[src/brf_pkg.sv]
// ----------------------------------------------------------------------------
// brf_pkg
// Shared types and constants for the byte ring FIFO.
// ----------------------------------------------------------------------------
package brf_pkg;

  localparam int DEPTH_DEF  = 64;
  localparam int ADDR_W     = 6;
  localparam int CNT_W      = 7;
  localparam int LEN_W      = 8;
  localparam int BYTE_W     = 8;
  localparam int CMDQ_DEPTH = 4;

  typedef enum logic [1:0] {
    REQ_HDR  = 2'd0,
    REQ_DATA = 2'd1,
    REQ_PULL = 2'd2,
    REQ_PEEK = 2'd3
  } req_t;

  typedef enum logic [1:0] {
    ST_PUSH_OK      = 2'd0,
    ST_PUSH_REFUSED = 2'd1,
    ST_BYTE         = 2'd2,
    ST_NONE         = 2'd3
  } status_t;

  typedef enum logic [1:0] {
    CMD_STATUS = 2'd0,
    CMD_WRITE  = 2'd1,
    CMD_READ   = 2'd2
  } cmd_kind_t;

  typedef struct packed {
    cmd_kind_t          kind;
    status_t            status;
    logic [ADDR_W-1:0]  addr;
    logic [BYTE_W-1:0]  data;
    logic [CNT_W-1:0]   grant;
    logic [CNT_W-1:0]   fill;
  } cmd_t;

endpackage

[src/brf_front.sv]
// ----------------------------------------------------------------------------
// brf_front
// Accepts requests, keeps fill and reservation bookkeeping, issues commands.
// ----------------------------------------------------------------------------
module brf_front #(
  parameter int DEPTH = brf_pkg::DEPTH_DEF
) (
  input  logic                       clk,
  input  logic                       rst_n,
  input  logic                       push,
  input  logic                       q_full,
  input  logic [1:0]                 req_type,
  input  logic [brf_pkg::LEN_W-1:0]  req_len,
  input  logic [brf_pkg::BYTE_W-1:0] data_byte,
  output logic                       cmd_push,
  output brf_pkg::cmd_t              cmd
);
  import brf_pkg::*;

  localparam int PTR_W = $clog2(DEPTH);

  logic [PTR_W-1:0] wptr_r, wptr_nxt;
  logic [PTR_W-1:0] rptr_r, rptr_nxt;
  logic [CNT_W-1:0] stored_r, stored_nxt;
  logic [CNT_W-1:0] pending_r, pending_nxt;

  logic             accept;
  req_t             rtype;
  logic [LEN_W-1:0] used;
  logic [LEN_W-1:0] space;
  logic [CNT_W-1:0] grant;
  logic [CNT_W-1:0] rsum;

  assign accept   = push && !q_full;
  assign cmd_push = accept;
  assign rtype    = req_t'(req_type);
  assign used     = LEN_W'(stored_r) + LEN_W'(pending_r);
  assign space    = LEN_W'(DEPTH) - used;
  assign grant    = (req_len > LEN_W'(stored_r)) ? stored_r : CNT_W'(req_len);
  assign rsum     = CNT_W'(rptr_r) + grant;

  always_comb begin
    wptr_nxt    = wptr_r;
    rptr_nxt    = rptr_r;
    stored_nxt  = stored_r;
    pending_nxt = pending_r;
    cmd.kind    = CMD_STATUS;
    cmd.status  = ST_PUSH_REFUSED;
    cmd.addr    = '0;
    cmd.data    = '0;
    cmd.grant   = '0;
    cmd.fill    = stored_r;
    case (rtype)
      REQ_HDR: begin
        if (pending_r == '0 && req_len <= space) begin
          cmd.status  = ST_PUSH_OK;
          pending_nxt = CNT_W'(req_len);
        end
      end
      REQ_DATA: begin
        if (pending_r != '0) begin
          cmd.kind    = CMD_WRITE;
          cmd.status  = ST_PUSH_OK;
          cmd.addr    = ADDR_W'(wptr_r);
          cmd.data    = data_byte;
          cmd.fill    = stored_r + CNT_W'(1);
          stored_nxt  = stored_r + CNT_W'(1);
          pending_nxt = pending_r - CNT_W'(1);
          wptr_nxt    = (wptr_r == PTR_W'(DEPTH - 1)) ? '0 : wptr_r + PTR_W'(1);
        end
      end
      REQ_PULL, REQ_PEEK: begin
        if (grant == '0) begin
          cmd.status = ST_NONE;
        end else begin
          cmd.kind   = CMD_READ;
          cmd.status = ST_BYTE;
          cmd.addr   = ADDR_W'(rptr_r);
          cmd.grant  = grant;
          if (rtype == REQ_PULL) begin
            cmd.fill   = stored_r - grant;
            stored_nxt = stored_r - grant;
            rptr_nxt   = (rsum >= CNT_W'(DEPTH)) ? PTR_W'(rsum - CNT_W'(DEPTH))
                                                 : PTR_W'(rsum);
          end
        end
      end
      default: begin
        cmd.status = ST_PUSH_REFUSED;
      end
    endcase
  end

  always_ff @(posedge clk) begin
    if (!rst_n) begin
      wptr_r    <= '0;
      rptr_r    <= '0;
      stored_r  <= '0;
      pending_r <= '0;
    end else if (accept) begin
      wptr_r    <= wptr_nxt;
      rptr_r    <= rptr_nxt;
      stored_r  <= stored_nxt;
      pending_r <= pending_nxt;
    end
  end

endmodule

[src/brf_cmd_q.sv]
// ----------------------------------------------------------------------------
// brf_cmd_q
// Short command queue between the front and back parts.
// ----------------------------------------------------------------------------
module brf_cmd_q #(
  parameter int DEPTH = brf_pkg::CMDQ_DEPTH
) (
  input  logic          clk,
  input  logic          rst_n,
  input  logic          wr_en,
  input  brf_pkg::cmd_t wr_cmd,
  input  logic          rd_en,
  output brf_pkg::cmd_t rd_cmd,
  output logic          q_full,
  output logic          q_empty
);
  import brf_pkg::*;

  localparam int IDX_W = $clog2(DEPTH);
  localparam int CT_W  = $clog2(DEPTH + 1);

  cmd_t              slot_r [DEPTH];
  logic [IDX_W-1:0]  wptr_r;
  logic [IDX_W-1:0]  rptr_r;
  logic [CT_W-1:0]   count_r;
  logic              do_wr;
  logic              do_rd;

  assign q_full  = (count_r == CT_W'(DEPTH));
  assign q_empty = (count_r == '0);
  assign do_wr   = wr_en && !q_full;
  assign do_rd   = rd_en && !q_empty;
  assign rd_cmd  = slot_r[rptr_r];

  always_ff @(posedge clk) begin
    if (do_wr) begin
      slot_r[wptr_r] <= wr_cmd;
    end
  end

  always_ff @(posedge clk) begin
    if (!rst_n) begin
      wptr_r  <= '0;
      rptr_r  <= '0;
      count_r <= '0;
    end else begin
      if (do_wr) begin
        wptr_r <= (wptr_r == IDX_W'(DEPTH - 1)) ? '0 : wptr_r + IDX_W'(1);
      end
      if (do_rd) begin
        rptr_r <= (rptr_r == IDX_W'(DEPTH - 1)) ? '0 : rptr_r + IDX_W'(1);
      end
      case ({do_wr, do_rd})
        2'b10:   count_r <= count_r + CT_W'(1);
        2'b01:   count_r <= count_r - CT_W'(1);
        default: count_r <= count_r;
      endcase
    end
  end

endmodule

[src/brf_back.sv]
// ----------------------------------------------------------------------------
// brf_back
// Executes commands: writes, byte-per-cycle reads unless pop stalls, out reg.
// ----------------------------------------------------------------------------
module brf_back #(
  parameter int DEPTH = brf_pkg::DEPTH_DEF
) (
  input  logic                        clk,
  input  logic                        rst_n,
  input  brf_pkg::cmd_t               cmd,
  input  logic                        cmd_valid,
  output logic                        cmd_pop,
  input  logic                        pop,
  output logic                        empty,
  output logic [1:0]                  status,
  output logic [brf_pkg::BYTE_W-1:0]  out_byte,
  output logic [brf_pkg::CNT_W-1:0]   granted_count,
  output logic [brf_pkg::CNT_W-1:0]   fill_level,
  output logic                        last
);
  import brf_pkg::*;

  localparam int PTR_W = $clog2(DEPTH);

  logic [BYTE_W-1:0] mem [DEPTH];

  logic              out_valid_r;
  status_t           out_status_r;
  logic [BYTE_W-1:0] out_byte_r;
  logic [CNT_W-1:0]  out_grant_r;
  logic [CNT_W-1:0]  out_fill_r;
  logic              out_last_r;

  logic [CNT_W-1:0]  idx_r;
  logic [PTR_W-1:0]  addr_r;

  logic              advance;
  logic              fire;
  logic              is_read;
  logic              is_write;
  logic [PTR_W-1:0]  raddr;
  logic              rd_last;
  logic              res_last;

  assign advance  = !out_valid_r || pop;
  assign fire     = advance && cmd_valid;
  assign is_read  = (cmd.kind == CMD_READ);
  assign is_write = (cmd.kind == CMD_WRITE);
  assign raddr    = (idx_r == '0) ? cmd.addr[PTR_W-1:0] : addr_r;
  assign rd_last  = (idx_r + CNT_W'(1) == cmd.grant);
  assign res_last = is_read ? rd_last : 1'b1;
  assign cmd_pop  = fire && res_last;

  always_ff @(posedge clk) begin
    if (fire && is_write) begin
      mem[cmd.addr[PTR_W-1:0]] <= cmd.data;
    end
  end

  always_ff @(posedge clk) begin
    if (fire) begin
      out_byte_r   <= is_read ? mem[raddr] : '0;
      out_status_r <= cmd.status;
      out_grant_r  <= cmd.grant;
      out_fill_r   <= cmd.fill;
      out_last_r   <= res_last;
    end
  end

  always_ff @(posedge clk) begin
    if (!rst_n) begin
      out_valid_r <= 1'b0;
      idx_r       <= '0;
      addr_r      <= '0;
    end else begin
      if (advance) begin
        out_valid_r <= cmd_valid;
      end
      if (fire && is_read) begin
        idx_r  <= rd_last ? '0 : idx_r + CNT_W'(1);
        addr_r <= (raddr == PTR_W'(DEPTH - 1)) ? '0 : raddr + PTR_W'(1);
      end
    end
  end

  assign empty         = !out_valid_r;
  assign status        = out_status_r;
  assign out_byte      = out_byte_r;
  assign granted_count = out_grant_r;
  assign fill_level    = out_fill_r;
  assign last          = out_last_r;

endmodule

[src/byte_ring_fifo.sv]
// ----------------------------------------------------------------------------
// byte_ring_fifo
// Circular byte FIFO with reserved pushes, pulls and peeks.
// ----------------------------------------------------------------------------
// Requests enter through push/full: a beat is taken when push is high and
// full is low. A push header reserves bytes, push data beats store them, and
// a pull or peek returns up to the stored count, one result beat per byte.
// Results leave through empty/pop: the oldest result sits on the out_ ports
// while empty is low and is taken when pop is high.
// Header, data and zero-grant requests give one result; a pull or peek of N
// bytes gives N results, the last one flagged.
// The front takes one request per cycle while full is low into a 4-entry
// command queue. With the queue and the back idle, a request's first result
// passes the queue slot and then the single output register before it is on
// the out_ ports. A read of N bytes holds the back until its N result beats
// are out; the back drains one result beat per cycle while pop keeps up, and
// full rises once the command queue is backed up behind reads.
// When pop stays low the output register holds, the back stops, and the
// queue fills. Synchronous reset empties the FIFO, clears the reservation
// and drops all queued results; byte storage is not cleared.
// ----------------------------------------------------------------------------
module byte_ring_fifo #(
  parameter int DEPTH = brf_pkg::DEPTH_DEF
) (
  input  logic                        clk,
  input  logic                        rst_n,
  input  logic                        push,
  output logic                        full,
  input  logic [1:0]                  in_req_type,
  input  logic [brf_pkg::LEN_W-1:0]   in_req_len,
  input  logic [brf_pkg::BYTE_W-1:0]  in_data_byte,
  output logic                        empty,
  input  logic                        pop,
  output logic [1:0]                  out_status,
  output logic [brf_pkg::BYTE_W-1:0]  out_byte,
  output logic [brf_pkg::CNT_W-1:0]   out_granted_count,
  output logic [brf_pkg::CNT_W-1:0]   out_fill_level,
  output logic                        out_last
);
  import brf_pkg::*;

  cmd_t f_cmd;
  cmd_t q_cmd;
  logic f_push;
  logic q_full;
  logic q_empty;
  logic b_pop;

  assign full = q_full;

  brf_front #(.DEPTH(DEPTH)) u_front (
    .clk       (clk),
    .rst_n     (rst_n),
    .push      (push),
    .q_full    (q_full),
    .req_type  (in_req_type),
    .req_len   (in_req_len),
    .data_byte (in_data_byte),
    .cmd_push  (f_push),
    .cmd       (f_cmd)
  );

  brf_cmd_q #(.DEPTH(CMDQ_DEPTH)) u_cmd_q (
    .clk     (clk),
    .rst_n   (rst_n),
    .wr_en   (f_push),
    .wr_cmd  (f_cmd),
    .rd_en   (b_pop),
    .rd_cmd  (q_cmd),
    .q_full  (q_full),
    .q_empty (q_empty)
  );

  brf_back #(.DEPTH(DEPTH)) u_back (
    .clk           (clk),
    .rst_n         (rst_n),
    .cmd           (q_cmd),
    .cmd_valid     (!q_empty),
    .cmd_pop       (b_pop),
    .pop           (pop),
    .empty         (empty),
    .status        (out_status),
    .out_byte      (out_byte),
    .granted_count (out_granted_count),
    .fill_level    (out_fill_level),
    .last          (out_last)
  );

  a_fill_bound: assert property (@(posedge clk) disable iff (!rst_n)
    !empty |-> out_fill_level <= CNT_W'(DEPTH))
    else $error("fill level above depth");

  a_byte_grant: assert property (@(posedge clk) disable iff (!rst_n)
    (!empty && out_status == ST_BYTE) |-> (out_granted_count != '0))
    else $error("byte beat with zero grant");

  a_single_last: assert property (@(posedge clk) disable iff (!rst_n)
    (!empty && out_status != ST_BYTE) |-> out_last)
    else $error("non-byte beat without last");

  a_reset_empty: assert property (@(posedge clk)
    !rst_n |=> empty)
    else $error("results present after reset");

endmodule
[config.mk]
export PLATFORM = sky130hd
export DESIGN_NAME = byte_ring_fifo
export DESIGN_NICKNAME = d
export VERILOG_FILES = /design/src/brf_pkg.sv /design/src/brf_front.sv /design/src/brf_cmd_q.sv /design/src/brf_back.sv /design/src/byte_ring_fifo.sv
export SDC_FILE = /design/constraint.sdc
export NUM_CORES = 1
export LEC_CHECK = 0
export ABC_AREA = 0
export ABC_CLOCK_PERIOD_IN_PS = 5560
export BUFFER_PORTS_ARGS = -buffer_cell sky130_fd_sc_hd__buf_2
export CAP_MARGIN = 20
export CORE_MARGIN = 2
export CORE_UTILIZATION = 47
export CTS_BUF_LIST = sky130_fd_sc_hd__clkbuf_4
export DETAILED_ROUTE_END_ITERATION = 6
export GPL_TIMING_DRIVEN = 0
export PLACE_DENSITY_LB_ADDON = 0.15
export SLEW_MARGIN = 20
export SYNTH_ARGS = -nofsm -noshare
export SYNTH_HDL_FRONTEND = slang
export SYNTH_SLANG_ARGS = --single-unit
[constraint.sdc]
create_clock -name clk -period 5.56 [get_ports clk]
set_input_delay 1.112 -clock clk [delete_from_list [all_inputs] [get_ports clk]]
set_output_delay 1.112 -clock clk [all_outputs]
set_load 0.02 [all_outputs]
; ---- After elaboration in Yosys (flattened, before gate mapping)
; Memories as Yosys holds them, arrays and structs flattened. A register that Yosys moved wholly into a read port is not among the register bits.
; Cells that the tools add are included.
[totals]
ram_bits = 640
n_memories = 2
wordCells = 112
output_inout_bits = 27
register_bits = 64
[op_classes]
n_eq_ne = 16
n_lt_le_gt_ge = 3
reduce_logical = 27
add_sub_neg = 14
bitwise = 1
mux = 35
[mem_list]
columns = memory, words, word_bits, read_ports, rd_clocked_by_memory_dff, wr, line
row1 = u_back.mem, 64, 8, 1, 1, 1, brf_back.sv:25  ; logic [BYTE_W-1:0] mem [DEPTH];
row2 = u_cmd_q.slot_r, 4, 32, 1, 1, 1, brf_cmd_q.sv:22  ; cmd_t slot_r [DEPTH];
[op_table]
columns = cell, n
row1 = 2-to-1 mux 7 bit, 8
row2 = case mux 7 bit (2 select lines), 3
row3 = 2-to-1 mux 6 bit, 5
row4 = logical NOT 7 bit, 3
row5 = 2-to-1 mux 17 bit, 1
row6 = adder 7 x 1 -> 7 bit (second input constant), 2
row7 = 2-to-1 mux 14 bit, 1
row8 = adder 6 x 1 -> 6 bit (second input constant), 2
row9 = == test 2 bit (second input constant), 6
row10 = == test 6 bit (second input constant), 2
row11 = case mux 6 bit (2 select lines), 1
row12 = 2-to-1 mux 2 bit, 5
row13 = adder 7 x 7 -> 8 bit, 1
row14 = greater-than comparator 8 x 7 -> 1 bit, 1
row15 = <= comparator 8 bit, 1
row16 = logical AND 1 bit, 8
row17 = 2-to-1 mux 8 bit, 1
row18 = AND reduction 4 bit, 2
row19 = subtractor 7 x 8 -> 8 bit (first input constant), 1
row20 = adder 6 x 7 -> 7 bit, 1
row21 = == test 7 bit, 1
row22 = greater-or-equal comparator 7 bit (second input constant), 1
row23 = 2-to-1 mux 1 bit, 7
row24 = nonzero test 7 bit, 1
row25 = 21 further kinds, 31

; ---- Logic depth before layout (Yosys ltp)
[depth]
depth_word = 7
mapped_depth = 20

; ---- Hierarchy
; From an unflattened synthesis, not the netlist that was laid out.
[hier_totals]
hier_cells = 2201
hier_area_um2 = 30375.4
[by_module_without_submodules]
columns = module, n_inst, cells_per_inst, seq_area_each_um2, area_each_um2
row1 = brf_back, 1, 1572, 16405.7, 22105.0
row2 = brf_cmd_q, 1, 223, 4023.9, 5152.4
row3 = brf_front, 1, 405, 520.5, 3114.2
row4 = byte_ring_fifo, 1, 1, 0.0, 3.8

; ---- Worst setup path before layout
; Ideal clock, no wire load.
[synth_timing]
path_kind = input port to flip-flop
startpoint = input port in_req_len[5] (netlist name)
endpoint = memory u_cmd_q.slot_r[0][6] (netlist name), data pin
n_path_buf = 1
stages = 15
arrival_time_ns = 4.590
t_required_ns = 5.280
setup_slack_ns = 0.690
path_cell_list = ha_1 > a21o_1 > a211o_1 > o31ai_2 > clkbuf_1 > a21oi_1 > fa_1 > a21o_1 > a21oi_1 > o21bai_1 > a21o_1 > nand3_1 > nand3_1 > a2111oi_0 > nor3_1
[synth_rtl]
columns = element, line
row1 = from (decl), byte_ring_fifo.sv:30  ; input logic [brf_pkg::LEN_W-1:0] in_req_len,
row2 = to (decl), brf_cmd_q.sv:22

==> impl_metrics.yaml <==
yosys:
  ys_ff_latch: 714
  seq_area_frac_synth_pct: 70.1
  synth_nets: 1996
  synth_cells: 1918
  yosysMostFrequentCell: "edfxtp_1"
  syn_area_um2: 29900
  yosys.area.top_type: "edfxtp_1"
  synth_edf_count: 665
  synthArstFlopShare_pct: 0
  ys_warn_count: 0
  synth.distinct_cells: 73
  ys_top_cells_by_area: "edfxtp_1, mux4_2, dfxtp_1"
  postSynthAreaPerCell_um2: 15.6
  synth_top_area_share_pct: 66.8
  synthFlopType: "edfxtp_1"
  yosys-top-cells-count: "edfxtp_1, nand2_1, nor2_1, mux4_2, a21oi_1"
timing:
  max-slew-margin-rel_pct: 26.6
  whs_ns: 0.378
  rsz0062_at_grt: "false"
  maxSlewViolCount: 0
  max_freq_mhz: 196
  setup_violations: 0
  tightest_slew_ns: 1.10
  timing.final.crit_share_pct: 91.5
  period_minus_slack_ns: 5.09
  finalHoldViolations: 0
  clock_skew_ns: 0.0678
layout:
  area_growth_pct: 12.9
  multi_input_area_um2: 8360
  instances_no_fill: 3136
  final_util_pct: 53.5
  fillers: 5259
  regArea_um2: 21000
  drive_gt1_share_pct: 22.7
  nNetsFinal: 2235
setup_path:
  cp_max_fo: 10
  reg2reg_to: "u_cmd_q.slot_r[1][6]"
  cp.arrival_ns: 5.85
  startpoint_type: "flip-flop"
  crit_path_end_kind: "flip-flop"
  worstReg2RegStart: "u_front.stored_r[1]"
  r2r_cells: 18
  reg2reg_setup_slack_ns: 0.47
  crit_type: "reg -> reg"
  required_ns: 6.32
clock_network:
  cts_buffers: 183
  tritoncts: "done"
  clk_transition_reported_paths_ns: 0.07
  root_buffer: "clkbuf_4"
  clk_path_buf_depth: 3
  cts_sinks: 714
  clk_latency_ns: 1.05
  htreeDepth: 4
grt:
  grt_pass1_vias: 18600
  grt_overflow: 0
  antenna_found_initial: 2
  grt_max_degree: 65
  grt_util_all_layers_pct: 26.3
  grt_pass1_wl_um: 124000
route:
  drt_iter0_drc: 2239
  first_pass_iters: 7
  drc: 5
  ant_nets: 0
  route.vias.total: 18700
  vias_per_cell: 5.96
  drt-wirelength-per-cell_um: 27.1
  wl_um: 85000
pwr:
  peakVddDrop_v: 0.000306
  p_int_mw: 11.1
  p_per_area_nw_per_um2: 523
  share_comb_of_total_power_pct: 35.7
  p_seq_share_pct: 39.0
  clock_power_share_pct: 25.3
  swShare_pct: 37.3
  leakagePower_nw: 11.4
  switchingPower_mw: 6.58
placement:
  portBuffers: 47
  gp_congestion: 0.976
  dp_cells: 2818
  hpwl_um: 55300
hold_path:
  hold_path_class: "in -> reg"
  hold_depth: 4
  hold_end: "u_back.out_valid_r"
  hp-start: "pop"
die:
  rows: 92
  die_h_um: 256
  die-area_um2: 65600
  coreArea_um2: 63000
  die_x_um: 256
  ios: 49
  start_util_pct: 47.4
outcome:
  outcome: "finished with violations"
  violations: "DRC"
run:
  drv_cap: 0
[stage by stage]
stage / worst slack (ns) / total power [mW] / area (um^2) / setup TNS [ns]
after detailed placement: -0.477 / 13.2 / 31400 / -1.96
after CTS: 0.0856 / 17.7 / 33700 / 0
final: 0.470 / 17.6 / 33700 / 0
after floorplan: 0.690 / 10.6 / 29900 / 0
after global placement: -1.85 / 13.0 / 31200 / -857.57
after global routing: 0.0786 / 18.4 / 33700 / 0
[layer usage]
layer | vias to the layer above | track usage (%) | part of all wire [%]
met5 | - | 0 | 0
met1 | 9507 | 34.1 | 40
met2 | 916 | 42.1 | 48
met4 | 0 | 12.5 | 3.7
li1 | 8112 | - | -
met3 | 161 | 5.97 | 8.2
[worst max-delay path, cell delays in order (launching register included)]
cell and delay [ns]:
dfxtp_1 0.61, inv_1 0.18, ha_1 0.32, nor2b_1 0.13, o21a_1 0.16, o21a_1 0.19, o31ai_4 0.42, clkbuf_1 0.36
nor2_1 0.07, a21oi_1 0.38, ha_1 0.35, a21o_1 0.17, a21oi_1 0.23, o21bai_1 0.10, a21o_1 0.22, or2_2 0.30
nand3_1 0.08, a2111oi_0 0.11, nor3_2 0.44
[final cells by class]
| cell class | count | area share (%) |
|---|---|---|
| Antenna cell | 8 | 0.0594 |
| Buffer | 90 | 1.28 |
| Clock buffer | 270 | 6.01 |
| Clock inverter | 40 | 0.776 |
| Inverter | 49 | 0.545 |
| Multi-Input combinational cell | 1065 | 24.8 |
| Sequential cell | 714 | 62.1 |
| Tap cell | 846 | 3.14 |
| Timing Repair Buffer | 54 | 1.25 |
[power groups by stage]
stage,Sequential (mW),Clock (mW),Combinational (mW)
after global placement,7.02,0,5.98
after global routing,6.91,4.82,6.63
after CTS,6.88,4.55,6.22
after detailed placement,6.99,0,6.19
after floorplan,7.09,0,3.53
final,6.88,4.47,6.30
[repair_timing]
action	CTS	global route
hold buffers	0	0
buffers inserted	0	0
setup endpoints to repair	0	4
gates resized for setup	0	2
[sequential cells by signal, summed over array words and instances (netlist names), named ones only]
register              count
u_cmd_q.slot_r          128
u_back.mem              512
u_back.out_byte           8
u_back.out_valid_r        1
u_cmd_q.count_r           3
u_front.wptr_r            6
u_front.pending_r         7
u_back.granted_count      7
u_back.fill_level         7
u_cmd_q.rptr_r            2
u_back.last               1
u_cmd_q.wptr_r            2
u_front.stored_r          7
u_back.status             2
u_front.rptr_r            6
u_back.addr_r             6
u_back.idx_r              7
[worst max-delay path by stage]
stage                         from              endpoint  slack, ns  cells after the start
2_1_floorplan        in_req_len[5]  u_cmd_q.slot_r[0][6]       0.69                     15
3_3_place_gp                   pop     u_back.mem[31][5]      -1.85                      7
3_5_place_dp         in_req_len[5]  u_cmd_q.slot_r[2][6]      -0.48                     17
4_1_cts        u_front.stored_r[1]  u_cmd_q.slot_r[1][6]       0.09                     18
5_1_grt        u_front.stored_r[1]  u_cmd_q.slot_r[1][6]       0.08                     18
6_report       u_front.stored_r[1]  u_cmd_q.slot_r[1][6]       0.47                     18
[logic make-up after synthesis]
| family | after synthesis | synth area share [%] |
|---|---|---|
| simple gates | 552 | 8.47 |
| mux | 147 | 9.60 |
| xor+xnor | 35 | 1.03 |
| compound gates | 275 | 6.27 |
| flops | 714 | 70.1 |
| fa+ha+maj | 56 | 2.45 |
| buf+inv | 139 | 2.06 |
[cells in the final DEF (no fill, tap or decap), types with 8 or more instances in the layout]
cell / netlist / routed
a221oi_1: 12 / 12
nor3_1: 16 / 15
dfxtp_1: 49 / 49
buf_2: 20 / 67
ha_1: 52 / 52
a22oi_1: 18 / 18
mux4_2: 111 / 104
a21oi_1: 72 / 71
a22o_1: 15 / 15
inv_1: 44 / 44
nor2_1: 148 / 147
clkbuf_4: 0 / 270
o22ai_1: 19 / 19
xnor2_1: 26 / 26
o21ai_0: 24 / 23
mux2i_1: 31 / 31
a211oi_1: 14 / 14
a31oi_1: 18 / 18
edfxtp_1: 665 / 665
clkinv_1: 2 / 26
or3_1: 15 / 15
a21o_1: 10 / 10
xor2_1: 9 / 9
nand2b_1: 12 / 12
nand4_1: 18 / 18
and3_1: 20 / 20
nor2b_1: 9 / 9
nand2_1: 201 / 201
nand3_1: 68 / 68
nand3b_1: 8 / 8
diode_2: 0 / 8
a32oi_1: 15 / 15
clkbuf_1: 51 / 50
Note: power is estimated with default switching activity, not from simulation.
